File: src/sv/btd_pkg.sv
// Shared constants and types for the box-to-target distance estimator.
`timescale 1ns / 1ps

package btd_pkg;

    localparam int OP_W       = 2;
    localparam int IN_COORD_W = 8;
    localparam int DIST_W     = 13;

    localparam logic [OP_W-1:0] OP_LOAD_TARGET = 2'd0;
    localparam logic [OP_W-1:0] OP_LOAD_BOX    = 2'd1;
    localparam logic [OP_W-1:0] OP_EVALUATE    = 2'd2;

    localparam logic [DIST_W-1:0] DIST_MAX = 13'd8191;

    localparam int DEF_MAX_BOXES   = 16;
    localparam int DEF_MAX_TARGETS = 16;
    localparam int DEF_COORD_BITS  = 8;

    // Write and read strobes from the sequencer to the position stores.
    typedef struct packed {
        logic wr_target;
        logic wr_box;
        logic rd;
    } store_cmd_t;

endpackage

File: src/sv/btd_store.sv
// Box and target position memories with one write port and a registered read each.
`timescale 1ns / 1ps

module btd_store #(
    parameter int MAX_BOXES   = btd_pkg::DEF_MAX_BOXES,
    parameter int MAX_TARGETS = btd_pkg::DEF_MAX_TARGETS,
    parameter int COORD_BITS  = btd_pkg::DEF_COORD_BITS,
    parameter int BIW         = (MAX_BOXES > 1) ? $clog2(MAX_BOXES) : 1,
    parameter int TIW         = (MAX_TARGETS > 1) ? $clog2(MAX_TARGETS) : 1
) (
    input  logic                            clk,
    input  btd_pkg::store_cmd_t             cmd,
    input  logic [btd_pkg::IN_COORD_W-1:0]  x_coord,
    input  logic [btd_pkg::IN_COORD_W-1:0]  y_coord,
    input  logic [TIW-1:0]                  tgt_waddr,
    input  logic [BIW-1:0]                  box_waddr,
    input  logic [TIW-1:0]                  tgt_raddr,
    input  logic [BIW-1:0]                  box_raddr,
    output logic [COORD_BITS-1:0]           box_x,
    output logic [COORD_BITS-1:0]           box_y,
    output logic [COORD_BITS-1:0]           tgt_x,
    output logic [COORD_BITS-1:0]           tgt_y
);
    import btd_pkg::*;

    logic [2*COORD_BITS-1:0] box_mem [MAX_BOXES];
    logic [2*COORD_BITS-1:0] tgt_mem [MAX_TARGETS];
    logic [COORD_BITS-1:0]   cx;
    logic [COORD_BITS-1:0]   cy;

    // Coordinates are masked or widened to the stored width.
    assign cx = COORD_BITS'(x_coord);
    assign cy = COORD_BITS'(y_coord);

    always_ff @(posedge clk)
    begin
        if (cmd.wr_box)
        begin
            box_mem[box_waddr] <= {cx, cy};
        end
        if (cmd.rd)
        begin
            {box_x, box_y} <= box_mem[box_raddr];
        end
    end

    always_ff @(posedge clk)
    begin
        if (cmd.wr_target)
        begin
            tgt_mem[tgt_waddr] <= {cx, cy};
        end
        if (cmd.rd)
        begin
            {tgt_x, tgt_y} <= tgt_mem[tgt_raddr];
        end
    end

endmodule

File: src/sv/btd_dist.sv
// Shared Manhattan distance unit: one box/target pair per cycle, registered result.
`timescale 1ns / 1ps

module btd_dist #(
    parameter int COORD_BITS = btd_pkg::DEF_COORD_BITS
) (
    input  logic                  clk,
    input  logic [COORD_BITS-1:0] box_x,
    input  logic [COORD_BITS-1:0] box_y,
    input  logic [COORD_BITS-1:0] tgt_x,
    input  logic [COORD_BITS-1:0] tgt_y,
    output logic [COORD_BITS:0]   pair_dist
);
    import btd_pkg::*;

    logic [COORD_BITS-1:0] dx;
    logic [COORD_BITS-1:0] dy;
    logic [COORD_BITS:0]   dist_next;

    assign dx = (box_x > tgt_x) ? (box_x - tgt_x) : (tgt_x - box_x);
    assign dy = (box_y > tgt_y) ? (box_y - tgt_y) : (tgt_y - box_y);
    assign dist_next = {1'b0, dx} + {1'b0, dy};

    always_ff @(posedge clk)
    begin
        pair_dist <= dist_next;
    end

endmodule

File: src/sv/btd_seq.sv
// Sequencer: list counts, pair walk, nearest-target compare, accumulation and result register.
`timescale 1ns / 1ps

module btd_seq #(
    parameter int MAX_BOXES   = btd_pkg::DEF_MAX_BOXES,
    parameter int MAX_TARGETS = btd_pkg::DEF_MAX_TARGETS,
    parameter int COORD_BITS  = btd_pkg::DEF_COORD_BITS,
    parameter int BIW         = (MAX_BOXES > 1) ? $clog2(MAX_BOXES) : 1,
    parameter int TIW         = (MAX_TARGETS > 1) ? $clog2(MAX_TARGETS) : 1
) (
    input  logic                        clk,
    input  logic                        rst_n,
    input  logic                        item_valid,
    output logic                        item_stall,
    input  logic [btd_pkg::OP_W-1:0]    operation,
    input  logic                        heuristic_mode,
    output btd_pkg::store_cmd_t         cmd,
    output logic [TIW-1:0]              tgt_waddr,
    output logic [BIW-1:0]              box_waddr,
    output logic [TIW-1:0]              tgt_raddr,
    output logic [BIW-1:0]              box_raddr,
    input  logic [COORD_BITS:0]         pair_dist,
    output logic                        result_valid,
    input  logic                        result_stall,
    output logic [btd_pkg::DIST_W-1:0]  total_distance,
    output logic                        overflow
);
    import btd_pkg::*;

    localparam int BCW   = $clog2(MAX_BOXES + 1);
    localparam int TCW   = $clog2(MAX_TARGETS + 1);
    localparam int DW    = COORD_BITS + 1;
    localparam int SUM_W = ((DW > DIST_W) ? DW : DIST_W) + 1;

    localparam logic [1:0] ST_IDLE  = 2'd0;
    localparam logic [1:0] ST_RUN   = 2'd1;
    localparam logic [1:0] ST_FLUSH = 2'd2;

    logic [1:0]             state_reg, state_next;
    logic [TCW-1:0]         tcount_reg, tcount_next;
    logic [BCW-1:0]         bcount_reg, bcount_next;
    logic                   dropped_reg, dropped_next;
    logic                   ovf_reg, ovf_next;
    logic                   issue_reg, issue_next;
    logic [BIW-1:0]         b_reg, b_next;
    logic [TIW-1:0]         t_reg, t_next;
    logic                   s1_valid_reg, s1_last_t_reg, s1_last_all_reg;
    logic [TIW-1:0]         s1_t_reg;
    logic                   s2_valid_reg, s2_last_t_reg, s2_last_all_reg;
    logic [TIW-1:0]         s2_t_reg;
    logic                   found_reg, found_next;
    logic [DW-1:0]          best_reg, best_next;
    logic [TIW-1:0]         best_idx_reg, best_idx_next;
    logic [MAX_TARGETS-1:0] used_reg, used_next;
    logic [DIST_W-1:0]      total_reg, total_next;
    logic                   res_valid_reg, res_valid_next;
    logic [DIST_W-1:0]      res_total_reg, res_total_next;
    logic                   res_ovf_reg, res_ovf_next;

    logic                   accept;
    logic                   last_t;
    logic                   last_b;
    logic                   cand_ok;
    logic                   take;
    logic                   nf;
    logic [DW-1:0]          nb;
    logic [TIW-1:0]         nidx;
    logic [SUM_W-1:0]       sum;
    logic [DIST_W-1:0]      sum_sat;

    assign item_stall = (state_reg != ST_IDLE);
    assign accept     = item_valid && (state_reg == ST_IDLE);

    assign last_t = (TCW'(t_reg) == (tcount_reg - TCW'(1)));
    assign last_b = (BCW'(b_reg) == (bcount_reg - BCW'(1)));

    assign tgt_waddr = tcount_reg[TIW-1:0];
    assign box_waddr = bcount_reg[BIW-1:0];
    assign tgt_raddr = t_reg;
    assign box_raddr = b_reg;

    // Compare stage: in greedy mode a target already taken by an earlier box is skipped.
    assign cand_ok = s2_valid_reg && !(heuristic_mode && used_reg[s2_t_reg]);
    assign take    = cand_ok && (!found_reg || (pair_dist < best_reg));
    assign nf      = found_reg || take;
    assign nb      = take ? pair_dist : best_reg;
    assign nidx    = take ? s2_t_reg : best_idx_reg;
    assign sum     = SUM_W'(total_reg) + SUM_W'(nb);
    assign sum_sat = (sum > SUM_W'(DIST_MAX)) ? DIST_MAX : sum[DIST_W-1:0];

    always_comb
    begin
        state_next     = state_reg;
        tcount_next    = tcount_reg;
        bcount_next    = bcount_reg;
        dropped_next   = dropped_reg;
        ovf_next       = ovf_reg;
        issue_next     = issue_reg;
        b_next         = b_reg;
        t_next         = t_reg;
        found_next     = found_reg;
        best_next      = best_reg;
        best_idx_next  = best_idx_reg;
        used_next      = used_reg;
        total_next     = total_reg;
        res_valid_next = res_valid_reg;
        res_total_next = res_total_reg;
        res_ovf_next   = res_ovf_reg;
        cmd            = '0;

        if (res_valid_reg && !result_stall)
        begin
            res_valid_next = 1'b0;
        end

        unique case (state_reg)
            ST_IDLE:
            begin
                if (accept)
                begin
                    priority if (operation == OP_LOAD_TARGET)
                    begin
                        if (tcount_reg == TCW'(MAX_TARGETS))
                        begin
                            dropped_next = 1'b1;
                        end
                        else
                        begin
                            cmd.wr_target = 1'b1;
                            tcount_next   = tcount_reg + TCW'(1);
                        end
                    end
                    else if (operation == OP_LOAD_BOX)
                    begin
                        if (bcount_reg == BCW'(MAX_BOXES))
                        begin
                            dropped_next = 1'b1;
                        end
                        else
                        begin
                            cmd.wr_box  = 1'b1;
                            bcount_next = bcount_reg + BCW'(1);
                        end
                    end
                    else if (operation == OP_EVALUATE)
                    begin
                        ovf_next     = dropped_reg;
                        dropped_next = 1'b0;
                        total_next   = '0;
                        used_next    = '0;
                        found_next   = 1'b0;
                        b_next       = '0;
                        t_next       = '0;
                        if ((tcount_reg == '0) || (bcount_reg == '0))
                        begin
                            state_next = ST_FLUSH;
                        end
                        else
                        begin
                            issue_next = 1'b1;
                            state_next = ST_RUN;
                        end
                    end
                    else
                    begin
                        // The unused operation code is dropped without effect.
                        state_next = ST_IDLE;
                    end
                end
            end

            ST_RUN:
            begin
                if (issue_reg)
                begin
                    cmd.rd = 1'b1;
                    if (last_t)
                    begin
                        t_next = '0;
                        if (last_b)
                        begin
                            issue_next = 1'b0;
                        end
                        else
                        begin
                            b_next = b_reg + BIW'(1);
                        end
                    end
                    else
                    begin
                        t_next = t_reg + TIW'(1);
                    end
                end

                if (s2_valid_reg)
                begin
                    if (s2_last_t_reg)
                    begin
                        found_next = 1'b0;
                        if (nf)
                        begin
                            total_next = sum_sat;
                            if (heuristic_mode)
                            begin
                                used_next = used_reg | (MAX_TARGETS'(1) << nidx);
                            end
                        end
                    end
                    else
                    begin
                        found_next    = nf;
                        best_next     = nb;
                        best_idx_next = nidx;
                    end
                    if (s2_last_all_reg)
                    begin
                        state_next = ST_FLUSH;
                    end
                end
            end

            ST_FLUSH:
            begin
                if (!res_valid_reg || !result_stall)
                begin
                    res_valid_next = 1'b1;
                    res_total_next = total_reg;
                    res_ovf_next   = ovf_reg;
                    tcount_next    = '0;
                    bcount_next    = '0;
                    state_next     = ST_IDLE;
                end
            end

            default:
            begin
                state_next = ST_IDLE;
            end
        endcase
    end

    always_ff @(posedge clk or negedge rst_n)
    begin
        if (!rst_n)
        begin
            state_reg       <= ST_IDLE;
            tcount_reg      <= '0;
            bcount_reg      <= '0;
            dropped_reg     <= 1'b0;
            ovf_reg         <= 1'b0;
            issue_reg       <= 1'b0;
            b_reg           <= '0;
            t_reg           <= '0;
            s1_valid_reg    <= 1'b0;
            s1_last_t_reg   <= 1'b0;
            s1_last_all_reg <= 1'b0;
            s1_t_reg        <= '0;
            s2_valid_reg    <= 1'b0;
            s2_last_t_reg   <= 1'b0;
            s2_last_all_reg <= 1'b0;
            s2_t_reg        <= '0;
            found_reg       <= 1'b0;
            used_reg        <= '0;
            res_valid_reg   <= 1'b0;
        end
        else
        begin
            state_reg       <= state_next;
            tcount_reg      <= tcount_next;
            bcount_reg      <= bcount_next;
            dropped_reg     <= dropped_next;
            ovf_reg         <= ovf_next;
            issue_reg       <= issue_next;
            b_reg           <= b_next;
            t_reg           <= t_next;
            // Tags follow each pair through the memory read and the distance register.
            s1_valid_reg    <= (state_reg == ST_RUN) && issue_reg;
            s1_last_t_reg   <= last_t;
            s1_last_all_reg <= last_t && last_b;
            s1_t_reg        <= t_reg;
            s2_valid_reg    <= s1_valid_reg;
            s2_last_t_reg   <= s1_last_t_reg;
            s2_last_all_reg <= s1_last_all_reg;
            s2_t_reg        <= s1_t_reg;
            found_reg       <= found_next;
            used_reg        <= used_next;
            res_valid_reg   <= res_valid_next;
        end
    end

    always_ff @(posedge clk)
    begin
        best_reg      <= best_next;
        best_idx_reg  <= best_idx_next;
        total_reg     <= total_next;
        res_total_reg <= res_total_next;
        res_ovf_reg   <= res_ovf_next;
    end

    assign result_valid   = res_valid_reg;
    assign total_distance = res_total_reg;
    assign overflow       = res_ovf_reg;

endmodule

File: src/sv/box_target_distance_heuristic_top.sv
// Top level of the box-to-target distance estimator.
//
// Items arrive on the item channel (item_valid / item_stall) with operation,
// x_coord and y_coord. A load target or load box beat keeps the block idle
// and gives no result; a load into a full list is dropped and remembered.
// An evaluate beat walks every box/target pair through one shared distance
// unit, one pair per cycle, and the item channel stalls until the estimate
// is placed in the output register. Each pair passes the memory read and the
// distance register to the compare stage; an empty list skips the pair walk.
// Results leave on the result channel (result_valid / result_stall). While
// the receiver stalls, the result is held and loads are still taken; a
// following evaluate waits in its last step until the register is free.
// The mode register must be written with cfg_wr_en / cfg_wr_data only while
// idle by the user; the block does not enforce it. Reset empties both lists,
// clears the dropped flag, mode and result valid.
`timescale 1ns / 1ps

module box_target_distance_heuristic_top #(
    parameter int MAX_BOXES   = btd_pkg::DEF_MAX_BOXES,
    parameter int MAX_TARGETS = btd_pkg::DEF_MAX_TARGETS,
    parameter int COORD_BITS  = btd_pkg::DEF_COORD_BITS
) (
    input  logic                            clk,
    input  logic                            rst_n,
    input  logic                            cfg_wr_en,
    input  logic                            cfg_wr_data,
    input  logic                            item_valid,
    output logic                            item_stall,
    input  logic [btd_pkg::OP_W-1:0]        operation,
    input  logic [btd_pkg::IN_COORD_W-1:0]  x_coord,
    input  logic [btd_pkg::IN_COORD_W-1:0]  y_coord,
    output logic                            result_valid,
    input  logic                            result_stall,
    output logic [btd_pkg::DIST_W-1:0]      total_distance,
    output logic                            overflow
);
    import btd_pkg::*;

    localparam int BIW = (MAX_BOXES > 1) ? $clog2(MAX_BOXES) : 1;
    localparam int TIW = (MAX_TARGETS > 1) ? $clog2(MAX_TARGETS) : 1;

    logic                  mode_reg;
    store_cmd_t            cmd;
    logic [TIW-1:0]        tgt_waddr;
    logic [BIW-1:0]        box_waddr;
    logic [TIW-1:0]        tgt_raddr;
    logic [BIW-1:0]        box_raddr;
    logic [COORD_BITS-1:0] box_x;
    logic [COORD_BITS-1:0] box_y;
    logic [COORD_BITS-1:0] tgt_x;
    logic [COORD_BITS-1:0] tgt_y;
    logic [COORD_BITS:0]   pair_dist;

    always_ff @(posedge clk or negedge rst_n)
    begin
        if (!rst_n)
        begin
            mode_reg <= 1'b0;
        end
        else if (cfg_wr_en)
        begin
            mode_reg <= cfg_wr_data;
        end
    end

    btd_store #(
        .MAX_BOXES   (MAX_BOXES),
        .MAX_TARGETS (MAX_TARGETS),
        .COORD_BITS  (COORD_BITS),
        .BIW         (BIW),
        .TIW         (TIW)
    ) u_store (
        .clk       (clk),
        .cmd       (cmd),
        .x_coord   (x_coord),
        .y_coord   (y_coord),
        .tgt_waddr (tgt_waddr),
        .box_waddr (box_waddr),
        .tgt_raddr (tgt_raddr),
        .box_raddr (box_raddr),
        .box_x     (box_x),
        .box_y     (box_y),
        .tgt_x     (tgt_x),
        .tgt_y     (tgt_y)
    );

    btd_dist #(
        .COORD_BITS (COORD_BITS)
    ) u_dist (
        .clk       (clk),
        .box_x     (box_x),
        .box_y     (box_y),
        .tgt_x     (tgt_x),
        .tgt_y     (tgt_y),
        .pair_dist (pair_dist)
    );

    btd_seq #(
        .MAX_BOXES   (MAX_BOXES),
        .MAX_TARGETS (MAX_TARGETS),
        .COORD_BITS  (COORD_BITS),
        .BIW         (BIW),
        .TIW         (TIW)
    ) u_seq (
        .clk            (clk),
        .rst_n          (rst_n),
        .item_valid     (item_valid),
        .item_stall     (item_stall),
        .operation      (operation),
        .heuristic_mode (mode_reg),
        .cmd            (cmd),
        .tgt_waddr      (tgt_waddr),
        .box_waddr      (box_waddr),
        .tgt_raddr      (tgt_raddr),
        .box_raddr      (box_raddr),
        .pair_dist      (pair_dist),
        .result_valid   (result_valid),
        .result_stall   (result_stall),
        .total_distance (total_distance),
        .overflow       (overflow)
    );

endmodule

File: config.mk
export PLATFORM = sky130hd
export DESIGN_NAME = box_target_distance_heuristic_top
export DESIGN_NICKNAME = d
export VERILOG_FILES = /design/src/sv/btd_pkg.sv /design/src/sv/btd_store.sv /design/src/sv/btd_dist.sv /design/src/sv/btd_seq.sv /design/src/sv/box_target_distance_heuristic_top.sv
export SDC_FILE = /design/constraint.sdc
export NUM_CORES = 1
export LEC_CHECK = 0
export CORE_MARGIN = 2
export CORE_UTILIZATION = 50
export CTS_CLUSTER_DIAMETER = 50
export DETAILED_ROUTE_END_ITERATION = 8
export DONT_BUFFER_PORTS = 1
export HOLD_SLACK_MARGIN = 0.12
export MAX_ROUTING_LAYER = met4
export SYNTH_ARGS = -nofsm -noshare
export SYNTH_HDL_FRONTEND = slang
export SYNTH_SLANG_ARGS = --single-unit
File: constraint.sdc
create_clock -name clk -period 9.8 [get_ports clk]
set_input_delay 0.98 -clock clk [delete_from_list [all_inputs] [get_ports clk]]
set_output_delay 0.98 -clock clk [all_outputs]
set_load 0.03 [all_outputs]
======== Word level (Yosys, flattened, before mapping) ========
Memory sizes are Yosys's and may differ from the RTL's. A register that Yosys moved wholly into a read port is not among the register bits.
Index checks and enable logic that the tools add are counted.
word-level totals
  memories ................................ 2
  register bits after elaboration ......... 105
  input bits .............................. 24
  RAM bits ................................ 512
  word-level logic and storage cells ...... 204
cells by class
  add/sub/neg operators ................... 12
  magnitude comparators ................... 5
  equal/unequal tests ..................... 28
  muxes and demuxes ....................... 90
  shift-type cells ........................ 1
  reduce and logical (&&, ||, !) cells .... 36
  bitwise gates (word level) .............. 4
memories
  name             words  width  rd ports  clocked after memory_dff  wr ports  line             source
  u_store.box_mem  16     16     1         1                         1         btd_store.sv:26  logic [2*COORD_BITS-1:0] box_mem [MAX_BOXES];
  u_store.tgt_mem  16     16     1         1                         1         btd_store.sv:27  logic [2*COORD_BITS-1:0] tgt_mem [MAX_TARGETS];
operator list
  operator                                              count
  2-to-1 mux 16 bit                                     8
  2-to-1 mux 13 bit                                     8
  2-to-1 mux 4 bit                                      10
  2-to-1 mux 5 bit                                      8
  2-to-1 mux 1 bit                                      33
  case mux 16 bit (2 select lines)                      1
  subtractor 8 bit                                      4
  AND reduction 6 bit                                   5
  case mux 13 bit (2 select lines)                      1
  != test 2 bit, second input constant                  11
  2-to-1 mux 2 bit                                      10
  case mux 5 bit (2 select lines)                       2
  > comparator 8 bit                                    2
  2-to-1 mux 8 bit                                      2
  != test 2 x 1 -> 1 bit, second input constant         8
  bitwise OR 16 bit                                     1
  case mux 4 bit (2 select lines)                       2
  AND reduction 8 bit                                   2
  << shifter 1 x 4 -> 16 bit, first input constant      1
  AND reduction 5 bit                                   3
  adder 13 x 9 -> 14 bit                                1
  > comparator 14 x 13 -> 1 bit, second input constant  1
  adder 5 x 1 -> 5 bit, second input constant           2
  equality test 4 x 5 -> 1 bit                          2
  other kinds (24)                                      48

======== Logic depth before layout (Yosys ltp) ========
Gate-level depths: netlist of run 1.
  depth after elaboration ................. 14
  gate-level depth with buffers ........... 19

======== Cells and area by module ========
From an unflattened synthesis of run 1, not the netlist that was laid out.
second synthesis, totals
  cell total of the unflattened synthesis .. 1547
  area, all modules ....................... 27365.0 µm²
modules (own cells, without submodules)
  module                             times used  area an instance (µm²)  cells an instance
  btd_store                          1           20418.3                 864
  btd_seq                            1           5071.1                  460
  btd_dist                           1           1835.5                  221
  box_target_distance_heuristic_top  1           40.0                    2

======== Least setup slack after synthesis of run 1 ========
OpenSTA, ideal clock, no wires.
  path type ............................... register -> register
  start point ............................. register u_seq.s2_t_reg[0]
  end point ............................... register u_seq.total_reg[1] (data pin)
  library setup time ...................... 272 ps
  arrival ................................. 3821 ps
  period minus slack after synthesis ...... 4093 ps
  path slack .............................. 5707 ps
  cell stages (with the launch flop) ...... 17
  required time ........................... 9528 ps
  cells stage by stage .................... dfrtp_1 > buf_6 > mux4_2 > o221ai_1 > and3_2 > o21ai_2 > buf_4 > buf_2 > mux2_1 > ha_1 > a21o_1 > a21oi_1 > o21ai_0 > a2111o_1 > a41o_1 > nand4_1 > o21ai_0
on the way
  longest elaborated chain between the ends .. 14
ends and longest elaborated chain
  what                                      line            source
  from (decl)                               btd_seq.sv:50   logic [TIW-1:0] s2_t_reg;
  from (signal assigned)                    btd_seq.sv:284  s2_t_reg <= s1_t_reg;
  binary-select mux 1 bit (select 4 bit) *  btd_seq.sv:83   assign cand_ok = s2_valid_reg && !(heuristic_mode && used_reg[s2_t_reg]);
  2-to-1 mux 1 bit (implied by the code) *  btd_seq.sv:83
  logical AND 1 bit *                       btd_seq.sv:83
  zero test 1 bit *                         btd_seq.sv:83
  logical AND 1 bit *                       btd_seq.sv:83
  logical AND 1 bit *                       btd_seq.sv:84   assign take = cand_ok && (!found_reg || (pair_dist < best_reg));
  2-to-1 mux 9 bit *                        btd_seq.sv:86   assign nb = take ? pair_dist : best_reg;
  via u_seq.nb[0]                           btd_seq.sv:66   logic [DW-1:0] nb;
  adder 13 x 9 -> 14 bit *                  btd_seq.sv:88   assign sum = SUM_W'(total_reg) + SUM_W'(nb);
  > comparator 14 x 13 -> 1 bit             btd_seq.sv:89   assign sum_sat = (sum > SUM_W'(DIST_MAX)) ? DIST_MAX : sum[DIST_W-1:0];
  2-to-1 mux 13 bit *                       btd_seq.sv:89
  2-to-1 mux 13 bit *                       btd_seq.sv:200  if (nf)
  2-to-1 mux 13 bit *                       btd_seq.sv:197  if (s2_last_t_reg)
  2-to-1 mux 13 bit *                       btd_seq.sv:195  if (s2_valid_reg)
  case mux 13 bit (2 select lines) *        btd_seq.sv:116  unique case (state_reg)
  to (signal assigned)                      btd_seq.sv:295  total_reg <= total_next;
  to (decl)                                 btd_seq.sv:55   logic [DIST_W-1:0] total_reg, total_next;
Mark *: on every way through the listed nets, which the timed path passes. The rest lies on a longest branch. The select of a mux whose other input is x is not followed.
A chain may end at the register's enable or synchronous reset.

======== Final worst setup path of run 1 ========
  start point ............................. register u_seq.s2_t_reg[0]
  end point ............................... register u_seq.total_reg[2] (data pin)
The elaborated chain is that of the path after synthesis.

==> qor.csv, run 1 <==
stage,metric,value,unit
layout,Multi-input gate area,7809,um^2
sta,final setup fails,0,
sta,final slew viol count,0,
worst_setup_path,Critical R2R Launch,u_seq.s2_t_reg[0],
layout,n_diodes,0,
synthesis,Post-synth top flop,edfxtp_1,
worst_setup_path,Worst Reg-to-Reg Cells,14,
clock_tree,Clock Path Buffers,3,
place,placed wire-length estimate,36150,um
synthesis,Syn Nets,1698,
synthesis,Post-Synthesis Cell Area,27480,um^2
die,core area,54030,um^2
die,die area,56850,um^2
clock_tree,CTS HTree Levels,3,
power_and_ir_drop,worst vdd ir,0.3174,mV
worst_setup_path,Worst R2R Setup Slack,5.26,ns
clock_tree,clk_lat worst skew,0.61,ns
power_and_ir_drop,static leakage,10.60,nW
synthesis,Yosys cell types,67,
synthesis,Avg Inst Size Synth,17.16,um^2
sta,clk_skew,0.01982,ns
grt,vias in the first global route,14550,
clock_tree,CTS buffer count,72,
run,max-cap violations,0,
worst_setup_path,RR Endpoint,u_seq.total_reg[2],
synthesis,largest family of logic cells by synthesized area,multiplexers,
place,pre-CTS setup slack,5.255,ns
layout,filler instances,4150,
layout,most frequent cells in the layout,"edfxtp_1 (584), mux4_2 (114), nand2_1 (79), inv_1 (77), clkbuf_16 (75)",
die,Die Height,238.4,um
grt,Total GRT Usage,0.2290,
worst_setup_path,Worst setup SP type,register,
layout,synthesis-to-finish area growth,11.57,%
worst_setup_path,CP Capture Point,u_seq.total_reg[2],
sta,relative slew slack,0.2018,
synthesis,async set-reset flop share out of synthesis,0.08629,
grt,antenna violations before repair,0,
clock_tree,CTS tree,built,
worst_setup_path,"Max FO, Critical Path",11,
synthesis,adder-cell share of the synthesized area,0.03488,
synthesis,flip-flop and latch count after synthesis,649,
place,Port-buffer cells,0,
routing,Routed WL per cell,25.61,um
sta,final hold viol count,0,
synthesis,area share of the largest cell type after synthesis,0.6382,
synthesis,Synth Area in XOR/XNOR,0.01147,
sta,RSZ-0062 raised after global routing,false,
power_and_ir_drop,Tot Pwr,9.198,mW
sta,WHS,0.2484,ns
sta,Least-Margin Pin Slew,1.197,ns
sta,fin crit period,4.536,ns
die,die width,238.4,um
run_status,status,"finished, final reports clean",
sta,fmax,0.2205,GHz
power_and_ir_drop,Power Density,300.0,nW/um^2
worst_setup_path,Crit. Startpoint,u_seq.s2_t_reg[0],
synthesis,post-synthesis sequential area ratio,0.6957,
routing,DRT antenna net count,0,
routing,via/cell ratio,5.985,
clock_tree,total clock sinks,649,
hold_path,worst hold-check path type,in2async,
place,RD Place Congestion,0.8415,
worst_setup_path,Critical Path Sink Type,register,
worst_setup_path,CP Data Arrival Time,4.86,ns
clock_tree,Post-CTS Resized,0,
worst_setup_path,Crit Path Class,reg2reg,
synthesis,post-synthesis compound-gate area fraction,0.06247,
routing,DRT iter0 DRCs,1440,
layout,Storage cell area,19130,um^2
sta,Post-Route Setup TNS,0,ns
routing,final WL,61330,um
layout,"Core Util, Final",0.5675,
clock_tree,Root Buffer,clkbuf_16,
sta,final period utilization,0.4629,
synthesis,Synth area leader,edfxtp_1,
synthesis,post-synthesis mux area share,0.1314,
synthesis,Synth area leaders,"edfxtp_1 (64%), mux4_2 (9.3%), dfrtp_1 (5.1%), ha_1 (3.1%), mux2i_1 (2.4%)",
synthesis,simple-gate share of the synthesized area,0.04325,
layout,# nets final,1739,
sta,worst setup margin,5.264,ns
die,starting density of the core,0.5086,
clock_tree,clock-pin slew of the registers on the worst-case setup and hold paths,0.06,ns
routing,Pre-Repair DR Iteration Count,7,
grt,largest net degree at the start of global routing,57,
die,I/O pin count,40,
synthesis,Post-synth EDFFs,584,
routing,DRC Markers,0,
worst_setup_path,Required @ worst endpoint,10.12,ns
synthesis,Mapped Cells,1601,
routing,vias post-DR,14330,
die,# rows,85,
grt,gr ovfl total,0,
layout,"most common cell after layout, fill and taps aside",edfxtp_1,
layout,layout cells sized above 1,0.1736,
grt,first-pass GRT wire length,92280,um
synthesis,Synth warnings,0,
## critical path, cell delays in order (launching register included)
cell and delay (ns):
dfrtp_1 0.63, mux4_2 0.57, a2bb2oi_1 0.14, nand4_1 0.10, and3_2 0.26, o21ai_2 0.12, mux2_1 0.38, ha_1 0.28
a21o_1 0.18, a21oi_1 0.20, o21ai_0 0.14, a2111o_1 0.49, a41o_1 0.30, nand4_1 0.31, o21ai_0 0.15
## worst min-delay path by stage
stage / from / to / slack, ns / cells after the start
final: rst_n / u_seq.s1_t_reg[3] / 0.25 / 1
after global routing: rst_n / u_seq.s1_t_reg[3] / 0.25 / 1
after CTS: rst_n / u_seq.result_valid / 0.23 / 1
after detailed placement: u_seq.s1_last_t_reg / u_seq.s2_last_t_reg / 0.34 / 0
after global placement: u_seq.s1_valid_reg / u_seq.s2_valid_reg / 0.33 / 0
after floorplan: u_seq.s1_last_all_reg / u_seq.s2_last_all_reg / 0.33 / 0
## layout make-up
cell class                      count  area share
Inverter                           77    0.009427
Clock inverter                     39     0.01061
Tap cell                          696     0.02840
Multi-Input combinational cell    808      0.2547
Timing Repair Buffer               34    0.008978
Clock buffer                       92     0.06395
Sequential cell                   649      0.6239
## layer usage
metal | track usage | part of all wire
met3 | 0.04188 | 0.057
met1 | 0.3112 | 0.44
met5 | - | 0
met4 | 0.07538 | 0.028
met2 | 0.3535 | 0.47
## power by group
group / leakage [nW] / switching, mW / internal (mW)
Clock: 1.13 / 1.08 / 1.51
Combinational: 3.38 / 1.63 / 1.35
Sequential: 6.09 / 0.280 / 3.34
Total: 10.6 / 2.99 / 6.21
## cell usage after synthesis (all sizes together), types with 17 or more instances
cell,n
ha,67
clkbuf,48
and2,23
o21ai,69
a21oi,45
nor2,46
inv,77
mux4,114
dfrtp,56
buf,19
a221oi,17
edfxtp,584
mux2i,65
o41ai,17
mux2,35
nand2,79
xnor2,22
## logic make-up (layout without fill, tap and decap cells)
family                   count (synthesis)  count (layout)
AND/OR/NAND/NOR                        239             239
adder cells (fa/ha/maj)                 73              73
XOR/XNOR                                36              36
buffers and inverters                  144             242
AO/OA/AOI/OAI                          246             246
multiplexers                           214             214
flip-flops                             649             649
## metrics by stage
step           std cells  area (um^2)
4_1_cts             2395        30660
3_3_place_gp        2263        28340
3_5_place_dp        2263        28340
2_1_floorplan       1601        27480
5_1_grt             2395        30660
6_report            2395        30660
## what timing repair did
item                                   CTS  global route
endpoints found under the hold margin   56             0
setup buffers                            0             0
hold buffers                             1             0
No activity file was read; power rests on OpenSTA's default activity.
==> run 2: changes to the inputs <==
--- a/config.mk
+++ b/config.mk
@@ -5,6 +5,7 @@
 export SDC_FILE = /design/constraint.sdc
 export NUM_CORES = 1
 export LEC_CHECK = 0
+export ABC_AREA = 1
 export CORE_MARGIN = 2
 export CORE_UTILIZATION = 50
 export CTS_CLUSTER_DIAMETER = 50
==> constraint.sdc (replaced) <==
create_clock -name clk -period 4.73 [get_ports clk]
set_input_delay 0.473 -clock clk [delete_from_list [all_inputs] [get_ports clk]]
set_output_delay 0.473 -clock clk [all_outputs]
set_load 0.03 [all_outputs]
==> qor.csv, run 2 <==
stage,metric,value,unit
power_and_ir_drop,Tot Pwr,11.77,mW
power_and_ir_drop,Comb pwr share,0.011,
routing,DRT iter0 DRCs,1700,
layout,# nets final,2408,
die,die width,239.1,um
routing,via/cell ratio,5.800,
routing,DRT antenna net count,0,
synthesis,async set-reset flop share out of synthesis,0.08629,
routing,Pre-Repair DR Iteration Count,8,
grt,busiest grt layer,met2,
hold_path,Hold EP,u_store.box_mem[10][11],
power_and_ir_drop,P_int,9.410,mW
clock_tree,CTS buffer count,72,
grt,met3 usage in global routing,0.04238,
routing,final WL,68800,um
synthesis,largest family of logic cells by synthesized area,compound AO/OA/AOI/OAI gates,
sta,Post-Route Setup TNS,0,ns
layout,synthesis-to-finish area growth,13.05,%
synthesis,Avg Inst Size Synth,12.20,um^2
power_and_ir_drop,share of power burned in registers,0.530,
grt,first-pass GRT wire length,104500,um
grt,vias in the first global route,17230,
die,I/O pin count,40,
synthesis,post-synthesis mux area share,0.003849,
worst_setup_path,Crit Path Class,reg2reg,
sta,final slew viol count,0,
place,Inst Count DP,2919,
synthesis,Mapped Cells,2266,
layout,post-route cell area,31240,um^2
hold_path,hold depth,1,
routing,vias post-DR,17820,
worst_setup_path,cells along the critical path,inv_1 -> ha_1 -> a21oi_1 -> o21ai_0 -> nand2_1 -> nand3_1 -> nand2_1 -> nand3_4 -> o21ai_0 -> ha_1 -> inv_1 -> fa_1 -> nor2_1 -> o21ai_0 -> nand2_1 -> nand2_1 -> a31oi_1 -> o21ai_0 -> nor3_1 -> nor3_1,
sta,Least-Margin Pin Slew,1.171,ns
sta,clk_skew,0.02550,ns
layout,most frequent cells in the layout,"edfxtp_1 (584), nor2_1 (293), o21ai_0 (260), nand2_1 (255), inv_1 (152)",
worst_setup_path,Crit-path slowest cell,fa_1,
synthesis,Post-synth top flop,edfxtp_1,
grt,GRT met2 Usage,0.3887,
place,Port-buffer cells,0,
die,die area,57160,um^2
run,max-cap violations,0,
grt,met1 GRT Util,0.3453,
place,placed wire-length estimate,40930,um
synthesis,adder-cell share of the synthesized area,0.03468,
grt,Total GRT Usage,0.2522,
power_and_ir_drop,Clk network pwr share,0.460,
worst_setup_path,WP buf/inv,2,
clock_tree,setup bufs post-CTS,0,
power_and_ir_drop,sw frac,0.2007,
sta,final setup fails,0,
power_and_ir_drop,static leakage,11.01,nW
worst_setup_path,biggest cell delay along the critical path,0.42,ns
worst_setup_path,Required @ worst endpoint,5.07,ns
worst_setup_path,Critical Path Sink Type,register,
clock_tree,clk_lat worst skew,0.61,ns
clock_tree,Clock Path Buffers,3,
sta,final hold viol count,0,
synthesis,Synth area leader,edfxtp_1,
layout,"most common cell after layout, fill and taps aside",edfxtp_1,
layout,Storage cell area,19130,um^2
synthesis,Synth Area in XOR/XNOR,0.01141,
synthesis,post-synthesis compound-gate area fraction,0.1190,
layout,layout cells sized above 1,0.09329,
grt,antenna violations before repair,0,
sta,fin crit period,3.942,ns
power_and_ir_drop,worst vdd ir,0.2751,mV
layout,Multi-input gate area,7475,um^2
power_and_ir_drop,Power Density,376.8,nW/um^2
synthesis,Synth warnings,0,
clock_tree,Root Buffer,clkbuf_16,
sta,final period utilization,0.8334,
routing,DRC Markers,0,
clock_tree,clock-pin slew of the registers on the worst-case setup and hold paths,0.06,ns
worst_setup_path,RR Endpoint,u_seq.total_reg[12],
clock_tree,total clock sinks,649,
layout,filler instances,4441,
worst_setup_path,Worst R2R Setup Slack,0.79,ns
place,RD Place Congestion,0.8563,
sta,RSZ-0062 raised after global routing,false,
synthesis,Syn Nets,2363,
routing,Routed WL per cell,22.39,um
clock_tree,CTS HTree Levels,3,
worst_setup_path,CP top delay family,simple AND/OR/NAND/NOR gates,
hold_path,worst hold-check path type,in2reg,
power_and_ir_drop,Sw Pwr,2.362,mW
sta,fmax,0.2537,GHz
die,Die Height,239.1,um
worst_setup_path,Worst Reg-to-Reg Cells,20,
synthesis,flip-flop and latch count after synthesis,649,
layout,Final Non-Filler Cells,3073,
die,# rows,86,
worst_setup_path,"Max FO, Critical Path",29,
hold_path,min-delay src,x_coord[3],
synthesis,post-synthesis sequential area ratio,0.6918,
grt,largest net degree at the start of global routing,133,
sta,relative slew slack,0.2147,
worst_setup_path,CP Data Arrival Time,4.28,ns
synthesis,area share of the largest cell type after synthesis,0.6346,
worst_setup_path,Critical R2R Launch,u_seq.best_reg[4],
synthesis,Post-Synthesis Cell Area,27630,um^2
layout,n_diodes,0,
synthesis,Post-synth EDFFs,584,
synthesis,"top cells by count, synth","edfxtp_1 (584), nor2_1 (294), o21ai_0 (260)",
run_status,status,"finished, final reports clean",
place,Placed Area,28550,um^2
clock_tree,CTS tree,built,
synthesis,Synth area leaders,"edfxtp_1 (63%), dfrtp_1 (5.1%), o21ai_0 (4.7%), nor2_1 (4.0%), nand2_1 (3.5%)",
synthesis,Yosys cell types,50,
synthesis,simple-gate share of the synthesized area,0.1007,
die,starting density of the core,0.5036,
die,core area,54880,um^2
synthesis,most frequent cell after synthesis,edfxtp_1,
worst_setup_path,Worst setup SP type,register,
grt,gr ovfl total,0,
run 2: cell types whose count changed after synthesis, moves of 73 or more:
cell	delta
inv_1	+78
o21ai_0	+193
a21oi_1	+73
nand2_1	+176
nor2_1	+248
mux4_2	-114
run 2: power groups by stage:
stage | sequential, mW | clock [mW] | combinational, mW
after global placement | 6.36 | 0 | 0.00610
after floorplan | 6.36 | 0 | 0.00557
after global routing | 6.23 | 5.74 | 0.136
after CTS | 6.24 | 5.50 | 0.127
after detailed placement | 6.36 | 0 | 0.00633
final | 6.24 | 5.41 | 0.125
run 2: what timing repair did:
item	4_1_cts	5_1_grt
hold buffers	21	0
gates resized for setup	0	0
endpoints found under the setup margin	0	0
hold endpoints to repair	571	0
run 2: worst max-delay path by stage:
stage | from | end | slack [ns] | cells after the start
after global routing | u_seq.best_reg[2] | u_seq.total_reg[10] | 0.39 | 19
after floorplan | u_seq.best_reg[8] | u_seq.total_reg[10] | 1.34 | 21
after global placement | u_seq.best_reg[4] | u_seq.total_reg[10] | 0.86 | 20
after CTS | u_seq.best_reg[4] | u_seq.total_reg[12] | 0.77 | 20
final | u_seq.best_reg[4] | u_seq.total_reg[12] | 0.79 | 20
after detailed placement | u_seq.best_reg[4] | u_seq.total_reg[12] | 0.78 | 20
run 2: final cells by class:
| class | count | share of cell area |
|---|---|---|
| well taps | 704 | 0.02820 |
| inverters | 163 | 0.01983 |
| clock buffers | 95 | 0.06208 |
| repair buffers | 79 | 0.02727 |
| clock inverters | 37 | 0.01109 |
| multi-input cells | 1346 | 0.2393 |
| flip-flops and latches | 649 | 0.6123 |
run 2: per-layer routing:
layer | vias to the layer above | share of wire | routed length [um]
met2 | 627 | 0.47 | 32210
met1 | 8803 | 0.43 | 29920
met3 | 105 | 0.072 | 4930
met5 | - | 0 | 0
li1 | 8287 | - | -
met4 | 0 | 0.025 | 1750
run 2: logic make-up (layout without fill, tap and decap cells):
family / Yosys count / in the layout
AND/OR/NAND/NOR: 672 / 672
AO/OA/AOI/OAI: 555 / 555
adder cells (fa/ha/maj): 73 / 73
buffers and inverters: 271 / 374
XOR/XNOR: 36 / 36
flip-flops: 649 / 649
multiplexers: 10 / 10
run 2: through the flow:
stage          hold slack (ns)    util  worst slack (ns)
2_1_floorplan           0.1774       -             1.342
3_3_place_gp            0.1794  0.5203            0.8645
3_5_place_dp            0.1796  0.5203            0.7793
4_1_cts                 0.1322  0.5691            0.7678
5_1_grt                 0.1568  0.5693            0.3867
6_report                0.1587  0.5693            0.7882
run 2: worst reg2reg max path: cells and delay by family, from the launching register on:
family,cells,cell delay [ns]
AOI/OAI and AO/OA,6,1.02
adders and majority gates,3,0.85
buffers and inverters,2,0.14
DFF,1,0.35
and+or+nand+nor,9,1.34
